**src/hw/rtl/smb_pkg.sv**
```systemverilog
// Shared constants, codes, types and helpers for the sectored memory bus.
// No dependencies; every other file of the block refers to it by scoped name.
package smb_pkg;

    // Default geometry
    localparam int SECTORS_DEF   = 4;
    localparam int MEM_BYTES_DEF = 65536;

    // Field widths
    localparam int ADDR_W    = 32;
    localparam int DATA_W    = 32;
    localparam int SIZE_W    = 17;  // sector size, up to 65536
    localparam int BASE_W    = 19;  // packed base, sum of up to four sizes
    localparam int PHYS_W    = 21;  // store offset plus access length
    localparam int CFG_IDX_W = 3;
    localparam int ASIZE_W   = 2;
    localparam int STATUS_W  = 2;
    localparam int LANES     = 4;

    // Access direction
    localparam logic ACT_READ  = 1'b0;
    localparam logic ACT_WRITE = 1'b1;

    // Access size codes
    localparam logic [ASIZE_W-1:0] SZ_BYTE = 2'd0;
    localparam logic [ASIZE_W-1:0] SZ_HALF = 2'd1;
    localparam logic [ASIZE_W-1:0] SZ_WORD = 2'd2;

    // Status codes
    localparam logic [STATUS_W-1:0] ST_OK       = 2'd0;
    localparam logic [STATUS_W-1:0] ST_UNMAPPED = 2'd1;
    localparam logic [STATUS_W-1:0] ST_CROSS    = 2'd2;

    // Commands from the controller to the datapath
    typedef struct packed {
        logic capture;   // take the accepted request word
        logic clear;     // zero one row of every lane
        logic decode;    // pick the sector
        logic check;     // sector end test, offset
        logic bound;     // tail and store bound tests, physical offset
        logic access;    // drive the byte lanes
        logic form;      // assemble the response word
    } t_cmd;

    // Status from the datapath to the controller
    typedef struct packed {
        logic clear_last;
    } t_sts;

    // Bytes moved by an access; the reserved code counts as a word
    function automatic logic [2:0] nbytes(input logic [ASIZE_W-1:0] code);
        logic [2:0] n;
        case (code)
            SZ_BYTE: n = 3'd1;
            SZ_HALF: n = 3'd2;
            default: n = 3'd4;
        endcase
        return n;
    endfunction

endpackage

```
**src/hw/rtl/smb_ctrl.sv**
```systemverilog
// Controller of the sectored memory bus: clearing pass, then one request word
// at a time through decode, check, bound, access and response. Uses smb_pkg.
module smb_ctrl (
    input  logic          i_clk,
    input  logic          i_rst_n,
    input  logic          i_req_valid,
    output logic          o_req_ready,
    output logic          o_rsp_valid,
    input  logic          i_rsp_ready,
    input  smb_pkg::t_sts i_sts,
    output smb_pkg::t_cmd o_cmd
);

    typedef enum logic [7:0] {
        S_CLEAR  = 8'b0000_0001,
        S_IDLE   = 8'b0000_0010,
        S_DECODE = 8'b0000_0100,
        S_CHECK  = 8'b0000_1000,
        S_BOUND  = 8'b0001_0000,
        S_ACCESS = 8'b0010_0000,
        S_FORM   = 8'b0100_0000,
        S_REPLY  = 8'b1000_0000
    } t_state;

    t_state r_state, n_state;

    // Advance the sequence
    always_comb begin
        n_state = r_state;
        case (r_state)
            S_CLEAR:  if (i_sts.clear_last) n_state = S_IDLE;
            S_IDLE:   if (i_req_valid) n_state = S_DECODE;
            S_DECODE: n_state = S_CHECK;
            S_CHECK:  n_state = S_BOUND;
            S_BOUND:  n_state = S_ACCESS;
            S_ACCESS: n_state = S_FORM;
            S_FORM:   n_state = S_REPLY;
            S_REPLY:  if (i_rsp_ready) n_state = S_IDLE;
            default:  n_state = S_CLEAR;
        endcase
    end

    always_ff @(posedge i_clk) begin
        if (!i_rst_n) begin
            r_state <= S_CLEAR;
        end else begin
            r_state <= n_state;
        end
    end

    // Drive handshakes and datapath commands
    assign o_req_ready   = (r_state == S_IDLE);
    assign o_rsp_valid   = (r_state == S_REPLY);
    assign o_cmd.capture = (r_state == S_IDLE) && i_req_valid;
    assign o_cmd.clear   = (r_state == S_CLEAR);
    assign o_cmd.decode  = (r_state == S_DECODE);
    assign o_cmd.check   = (r_state == S_CHECK);
    assign o_cmd.bound   = (r_state == S_BOUND);
    assign o_cmd.access  = (r_state == S_ACCESS);
    assign o_cmd.form    = (r_state == S_FORM);

endmodule

```
**config.mk**
```make
export PLATFORM = sky130hd
export DESIGN_NAME = smb_ctrl
export DESIGN_NICKNAME = d
export VERILOG_FILES = /design/src/hw/rtl/smb_pkg.sv /design/src/hw/rtl/smb_ctrl.sv
export SDC_FILE = /design/constraint.sdc
export NUM_CORES = 1
export LEC_CHECK = 0
export BUFFER_PORTS_ARGS = -buffer_cell sky130_fd_sc_hd__buf_2
export CAP_MARGIN = 25
export CELL_PAD_IN_SITES_DETAIL_PLACEMENT = 2
export CELL_PAD_IN_SITES_GLOBAL_PLACEMENT = 2
export CORE_MARGIN = 2
export CORE_UTILIZATION = 31
export DETAILED_ROUTE_END_ITERATION = 8
export PLACE_DENSITY_LB_ADDON = 0.25
export REMOVE_ABC_BUFFERS = 1
export SLEW_MARGIN = 5
export SYNTH_ARGS = -nofsm -noshare
export SYNTH_HDL_FRONTEND = slang
export SYNTH_SLANG_ARGS = --single-unit
```
**constraint.sdc**
```tcl
create_clock -name i_clk -period 4 [get_ports i_clk]
set_input_delay 0.8 -clock i_clk [delete_from_list [all_inputs] [get_ports i_clk]]
set_output_delay 0.8 -clock i_clk [all_outputs]
set_load 0.01 [all_outputs]
```
==> key figures, run 1 <==
Run status
  • Result of the run: complete, no violations

Worst setup path
  • Cell-by-cell listing of the critical path: nor3_2 -> nand2_1 -> nor4b_1 -> buf_2
  • Largest incremental delay on the critical path: 0.44 ns
  • Reg2Reg Setup Slack: between 2 and 2.5 ns
  • Arrival time of the worst setup path: 1.67 ns
  • Kind of cell adding the most delay to the critical path: simple AND/OR/NAND/NOR gates
  • Worst Setup End Kind: output pin
  • CP max-delay cell: dfxtp_1
  • Critical Path Start Type: flip-flop
  • Buf+Inv Stages, Crit Path: 1
  • Data required time of the worst path: about 3.2 ns
  • End of the worst register-to-register path: r_state[2]
  • Launch point of the worst reg-to-reg path: r_state[7]
  • Worst setup path category: flip-flop to output pin
  • Critical-path maximum fanout: 12
  • Depth of the worst register-to-register path: 4

Timing
  • Final number of max-transition violations: 0
  • Transition at the pin with the smallest max-transition slack: approximately 0.46 ns
  • Peak Freq: between 400 and 500 MHz
  • Post-route setup TNS: 0 ns
  • Hold Vio Cnt, Final: 0
  • Minimum period implied by the final worst setup slack: 2.47 ns
  • Worst slew margin relative to its limit: 0.694
  • Worst setup skew after layout: 0.00469 ns
  • Post-route setup slack: 1.53 ns
  • Setup repair after global routing missed its margin: false
  • Setup violators final: 0
  • Share of the cycle needed by the critical path after routing: 0.616

Power and ir drop
  • Power density cells: approximately 340 mW/mm^2
  • Peak ir drop on the vdd network: around 180 uV
  • Total leakage power: approximately 0.30 nW

Layout
  • Proportion of layout cells with a drive suffix above 1: 0.351
  • Number of diodes added for antenna fixing: 0
  • Number of flip-flops in the largest register: 8
  • Nets@finish: a little over 80
  • Biggest registers after layout: r_state: 8 flops
  • Syn-to-layout area delta: 17.8%
  • Number of cells in the finished layout apart from fillers: slightly above 90
  • Commonest cells after routing, fill and taps aside: buf_2, dfxtp_1, and2_1
  • Most frequent standard cell in the layout excluding fill and tap cells: buf_2
  • Final cell utilization of the core: 0.377
  • Post-route cell area: between 600 and 700 um^2
  • Most flop-heavy register: r_state

Synth
  • Number of flops mapped to enable cells by yosys: 0
  • Distinct cell type count after synthesis: 32
  • Total standard cell area after synthesis: roughly 540 um^2
  • Count of warnings emitted by yosys: 0
  • Share of async-settable or async-resettable flops after synthesis: 0
  • Top FF cell, synth: dfxtp_1
  • Largest area contributor in the synthesized netlist: dfxtp_1
  • Gate Count Post-Synth: 60
  • Largest cells by area after synthesis: dfxtp_1, and2_1, o21ai_0
  • Synth Register Bits: 8
  • Sequential element share of the synthesized area: 0.296
  • Area fraction of the dominant cell type after synthesis: 0.296
  • Synth Area per Inst: 9.01 um^2

GRT
  • Largest net degree at the start of global routing: 13
  • GR Overflow Total: 0
  • All-layer global routing usage: 0.157
  • Via count of the first global-routing pass: just under 500
  • First-pass GRT wire length: 2300 um
  • Initial antenna violation count: 0

Floorplanning
  • Site Rows: 15
  • Effective utilization at floorplan: 0.320
  • Die Footprint: between 0.002 and 0.0025 mm^2
  • Placeable core area: 0.00169 mm^2
  • Vertical die dimension: between 40 and 50 um
  • Width of the die: 45.8 um
  • Ports placed on the boundary: 14

Clock tree
  • Longest Clk Path Bufs: 2
  • Resized Gates After CTS: 0
  • Cts-stage hold buffer count: 0
  • CTS sink cnt: 8
  • Worst-path clk slew: ~0.06 ns
  • Clock network latency to the later pin of the worst-skew pair: between 0.2 and 0.3 ns
  • Root cell of the clock tree: clkbuf_4
  • CTS buffer count: 3
  • TritonCTS clock tree: built
  • Setup Buffers After CTS: 0
  • H-tree level count: 1

Route
  • Routed vias: about 490
  • Drt pass-1 iters: 2
  • Detailed router's first-iteration violation count: 2
  • Final routed wirelength across all metal layers: ~1300 um
  • Post-detailed-route via-to-cell ratio: 5.36
  • Routed WL per cell: 14.8 um
  • Count of unresolved DRC violations after routing: 0
  • Post-DRT Antenna Nets: 0

Worst hold path
  • Worst hold path type: flip-flop to flip-flop
  • Hold Path End: r_state[6]
  • WHS Path Cells: 2
  • Launch point of the worst hold path: r_state[4]

Placed design
  • Number of port buffers: 13
  • Worst slack at placement: roughly 1.8 ns
  • Final HPWL from detailed placement: roughly 1100 um
  • Routability cong.: about 0.75
  • Area after detailed placement: 614 um^2
  • Count of placed standard cells including taps: ~90

Job
  • Max Cap Violations: 0
[power breakdown]
group	leakage (nW)	switching [mW]	internal, mW	total [mW]
Sequential	0.0650	0.0106	0.0849	0.0955
Clock	0.0138	0.0259	0.0342	0.0601
Combinational	0.223	0.0320	0.0266	0.0587
Total	0.302	0.0685	0.146	0.214
[final cells by class]
type / count / area [um^2]
Clock buffer: 3 / 22.5
Fill cell: 205 / 1050
Tap cell: 17 / 21.3
Sequential cell: 8 / 160
Timing Repair Buffer: 13 / 65.1
Inverter: 2 / 7.51
Multi-Input combinational cell: 48 / 360
[synthesized netlist by cell type (2+ instances only)]
cell type and instances:
or3b_1 2, nor4b_1 2, o21ai_0 5, dfxtp_1 8
and2_1 6, nor2_1 5, nand2b_1 2, nor3_2 2
inv_1 2, nand2_1 2, nor3b_1 2, xor2_1 2
[tightest hold or removal path, cell delays in order (launching register included)]
cell and delay, ns:
dfxtp_1 0.43, nor3b_1 0.09, and2_1 0.12
[worst max-delay path by stage]
stage	start	to	slack (ns)	cells past startpoint
after floorplan	r_state[2]	o_cmd[6]	2.00	4
after CTS	r_state[7]	o_cmd[3]	1.50	4
after global placement	r_state[7]	o_cmd[3]	1.84	4
after detailed placement	r_state[7]	o_cmd[3]	1.82	4
final	r_state[7]	o_cmd[3]	1.53	4
after global routing	r_state[7]	o_cmd[3]	1.37	4
[stage by stage]
step,power (mW),hold WS [ns]
2_1_floorplan,0.136,0.622
3_3_place_gp,0.156,0.684
3_5_place_dp,0.156,0.692
4_1_cts,0.218,0.698
5_1_grt,0.233,0.727
6_report,0.214,0.690
[cells by family (layout without fill, tap and decap cells)]
logic type | after synthesis | after routing | share of synthesized area
xor+xnor | 2 | 2 | 0.0324
simple gates | 31 | 31 | 0.398
compound gates | 14 | 14 | 0.218
mux | 1 | 1 | 0.0185
buf+inv | 4 | 18 | 0.0370
flops | 8 | 8 | 0.296
[layer usage]
metal  routed length [um]  vias to the layer above  global-route usage  part of all wire
met2                  633                       13               0.231              0.47
met3                   60                        0              0.0595             0.045
met5                    0                        -                   0                 0
met4                    0                        0              0.0343                 0
met1                  651                      225               0.216              0.48
li1                     -                      250                   -                 -
(Power assumes the default switching activity.)
==> run 2: changes to the inputs <==
--- a/config.mk
+++ b/config.mk
@@ -5,12 +5,14 @@
 export SDC_FILE = /design/constraint.sdc
 export NUM_CORES = 1
 export LEC_CHECK = 0
+export ABC_AREA = 1
 export BUFFER_PORTS_ARGS = -buffer_cell sky130_fd_sc_hd__buf_2
 export CAP_MARGIN = 25
 export CELL_PAD_IN_SITES_DETAIL_PLACEMENT = 2
 export CELL_PAD_IN_SITES_GLOBAL_PLACEMENT = 2
+export CORE_ASPECT_RATIO = 0.7
 export CORE_MARGIN = 2
-export CORE_UTILIZATION = 31
+export CORE_UTILIZATION = 23
 export DETAILED_ROUTE_END_ITERATION = 8
 export PLACE_DENSITY_LB_ADDON = 0.25
 export REMOVE_ABC_BUFFERS = 1
==> constraint.sdc (replaced) <==
create_clock -name i_clk -period 2.5 [get_ports i_clk]
set_input_delay 0.5 -clock i_clk [delete_from_list [all_inputs] [get_ports i_clk]]
set_output_delay 0.5 -clock i_clk [all_outputs]
set_load 0.01 [all_outputs]
==> run 2 against run 1 <==
  * Die area grew 17%
  * Highest routed layer unchanged
  * Via count grew 9.0%
  * Combinational power grew 64%
  * Critical path depth grew 2
  * Register-to-register slack lost 1.0 ns
  * Critical path type unchanged
  * Sequential power grew 50%
  * First-iteration DRC count is the same
  * Sequential cell count is the same
  * Worst hold slack lost 0.19 ns
  * Synthesized cell count grew 32%
==> key figures, run 2 <==
Run status
  • Result of the run: complete, no violations

Floorplanning
  • Width of the die: 58.4 um (+28%)
  • Vertical die dimension: 42.1 um (-8.0%)
  • Site Rows: 13 (-2)
  • Die Footprint: 0.00246 mm^2 (+17%)
  • Ports placed on the boundary: 14 (unchanged)
  • Effective utilization at floorplan: 0.250 (-0.0695)
  • Placeable core area: 0.00190 mm^2 (+13%)

Layout
  • Number of diodes added for antenna fixing: 0 (unchanged)
  • Proportion of layout cells with a drive suffix above 1: 0.223 (-0.128)
  • Most flop-heavy register: r_state
  • Syn-to-layout area delta: 22.6%
  • Commonest cells after routing, fill and taps aside: inv_1, nor2_1, nand2_1
  • Nets@finish: 101 (+25%)
  • Final cell utilization of the core: 0.307 (-0.0700)
  • Fillers: 250 (+22%)
  • Most frequent standard cell in the layout excluding fill and tap cells: inv_1
  • Number of flip-flops in the largest register: 8 (unchanged)
  • Biggest registers after layout: r_state: 8 flops
  • Number of cells in the finished layout apart from fillers: 116 (+27%)

Synth
  • Sequential element share of the synthesized area: 0.336 (+0.0397)
  • Count of warnings emitted by yosys: 0 (unchanged)
  • Synth Register Bits: 8 (unchanged)
  • Number of flops mapped to enable cells by yosys: 0 (unchanged)
  • Total standard cell area after synthesis: 477 um^2 (-12%)
  • Gate Count Post-Synth: 79 (+32%)
  • Share of async-settable or async-resettable flops after synthesis: 0 (unchanged)
  • Synth Area per Inst: 6.03 um^2 (-33%)
  • Leading post-synthesis cells by instance count: inv_1, nor2_1, nand2_1, dfxtp_1, nand3_1
  • Area fraction of the dominant cell type after synthesis: 0.336 (+0.0397)
  • Most frequently used cell type in the post-synthesis netlist: inv_1
  • Distinct cell type count after synthesis: 14 (-56%)
  • Largest area contributor in the synthesized netlist: dfxtp_1
  • Largest cells by area after synthesis: dfxtp_1, inv_1, nor2_1
  • Top FF cell, synth: dfxtp_1

Worst setup path
  • Reg2Reg Setup Slack: 1.27 ns (-1.03 ns)
  • Data required time of the worst path: 2.00 ns (-1.20 ns)
  • Worst setup path category: flip-flop to output pin
  • Arrival time of the worst setup path: 1.33 ns (-0.34 ns)
  • Worst Setup End Kind: output pin
  • Depth of the worst register-to-register path: 8 (+4)
  • CP max-delay cell: dfxtp_1
  • Largest incremental delay on the critical path: 0.31 ns (-0.13 ns)
  • End of the worst register-to-register path: r_state[0]
  • Cell-by-cell listing of the critical path: inv_1 -> nand2_1 -> nor2_4 -> nand2_1 -> nor2_1 -> buf_2
  • Critical Path Start Type: flip-flop
  • Critical-path maximum fanout: 5 (-7)
  • Launch point of the worst reg-to-reg path: r_state[0]
  • Crit-path most repeated cell: nand2_1

Clock tree
  • Cts-stage hold buffer count: 0 (unchanged)
  • Root cell of the clock tree: clkbuf_4
  • Worst-path clk slew: 0.06 ns (about the same)
  • Resized Gates After CTS: 0 (unchanged)
  • CTS sink cnt: 8 (unchanged)
  • H-tree level count: 1 (unchanged)
  • Setup Buffers After CTS: 0 (unchanged)
  • Clock network latency to the later pin of the worst-skew pair: 0.25 ns (about the same)
  • Longest Clk Path Bufs: 2 (unchanged)
  • CTS buffer count: 3 (unchanged)
  • TritonCTS clock tree: built

GRT
  • Largest net degree at the start of global routing: 8 (-5)
  • Initial antenna violation count: 0 (unchanged)
  • First-pass GRT wire length: 2540 um (+10%)
  • All-layer global routing usage: 0.139 (-0.0172)
  • GR Overflow Total: 0 (unchanged)
  • Via count of the first global-routing pass: 564 (+17%)

Power and ir drop
  • Peak ir drop on the vdd network: 183 uV (-0.45%)
  • Power density cells: 583 mW/mm^2 (+73%)
  • Total leakage power: 0.388 nW (+29%)

Placed design
  • Final HPWL from detailed placement: 1240 um (+15%)
  • Count of placed standard cells including taps: 113 (+28%)
  • Routability cong.: 0.744 (-0.29%)
  • Number of port buffers: 13 (unchanged)

Timing
  • Peak Freq: 545 MHz
  • Final worst hold slack: 0.501 ns (-0.190 ns)
  • Post-route setup TNS: 0 ns (unchanged)
  • Share of the cycle needed by the critical path after routing: 0.733
  • Worst setup skew after layout: 0.00574 ns (+0.00106 ns)
  • Setup repair after global routing missed its margin: false
  • Setup violators final: 0 (unchanged)
  • Hold Vio Cnt, Final: 0 (unchanged)
  • Minimum period implied by the final worst setup slack: 1.83 ns
  • Final number of max-transition violations: 0 (unchanged)
  • Transition at the pin with the smallest max-transition slack: 0.283 ns (-0.176 ns)
  • Worst slew margin relative to its limit: 0.811 (+0.118)

Worst hold path
  • WHS Path Cells: 3 (+1)
  • Hold Path End: r_state[1]
  • Launch point of the worst hold path: i_rst_n
  • Worst hold path type: primary input to flip-flop

Job
  • Max Cap Violations: 0 (unchanged)

Route
  • Routed WL per cell: 12.6 um (-15%)
  • Drt pass-1 iters: 2 (unchanged)
  • Post-detailed-route via-to-cell ratio: 4.59 (-14%)
  • Final routed wirelength across all metal layers: 1460 um (+8.9%)
  • Routed vias: 532 (+9.0%)
  • Count of unresolved DRC violations after routing: 0 (unchanged)
  • Detailed router's first-iteration violation count: 2 (unchanged)
  • Post-DRT Antenna Nets: 0 (unchanged)
==> run 2: changes by cell type after synthesis, sizes merged, moves of 3 or more <==
| cell | previous run | this run |
|---|---|---|
| and2 | 6 | 0 |
| nand2 | 3 | 15 |
| nand3 | 0 | 8 |
| inv | 2 | 20 |
| nor2 | 6 | 19 |
| o21ai | 5 | 0 |
| or3b | 3 | 0 |
==> run 2: metal layers <==
layer | up-vias | share of wire | GRT usage
li1 | 268 | - | -
met1 | 252 | 0.48 | 0.172
met2 | 12 | 0.47 | 0.227
met3 | 0 | 0.051 | 0.0556
met4 | 0 | 0 | 0.0279
met5 | - | 0 | 0
==> run 2: power breakdown <==
part,switching [mW],total (mW),internal (mW)
Clock,0.0461,0.101,0.0551
Combinational,0.0623,0.0963,0.0340
Sequential,0.00712,0.143,0.136
==> run 2: logic make-up after synthesis <==
| family | count (synthesis) | share of synthesized area |
|---|---|---|
| compound gates | 3 | 0.0315 |
| buf+inv | 21 | 0.173 |
| flops | 8 | 0.336 |
| simple gates | 47 | 0.459 |
==> run 2: per-stage QoR <==
step	setup WS, ns	power (mW)	area [um^2]
after global routing	0.530	0.366	584
final	0.667	0.340	584
after detailed placement	0.918	0.244	562
after floorplan	1.15	0.212	469
after CTS	0.638	0.349	584
after global placement	0.967	0.241	562
==> run 2: worst max path at each step <==
stage	from	endpoint	slack, ns
floorplan	r_state[3]	o_cmd[6]	1.15
CTS	r_state[1]	o_cmd[0]	0.64
global placement	r_state[0]	o_cmd[1]	0.97
global route	r_state[3]	o_cmd[6]	0.53
detailed placement	r_state[0]	o_cmd[0]	0.92
finish	r_state[6]	o_cmd[6]	0.67
==> run 2: layout make-up <==
cell class / count / area (um^2) / share of cell area
Clock buffer: 3 / 22.5 / 0.0385
Tap cell: 22 / 27.5 / 0.0471
Multi-Input combinational cell: 50 / 234 / 0.400
Sequential cell: 8 / 160 / 0.274
Timing Repair Buffer: 13 / 65.1 / 0.111
Inverter: 20 / 75.1 / 0.128
==> run 2: worst max-delay path, delay by kind of cell (launching register included) <==
| family | cells | cell delay [ns] |
|---|---|---|
| simple gates | 4 | 0.54 |
| buf+inv | 2 | 0.23 |
| flops | 1 | 0.31 |
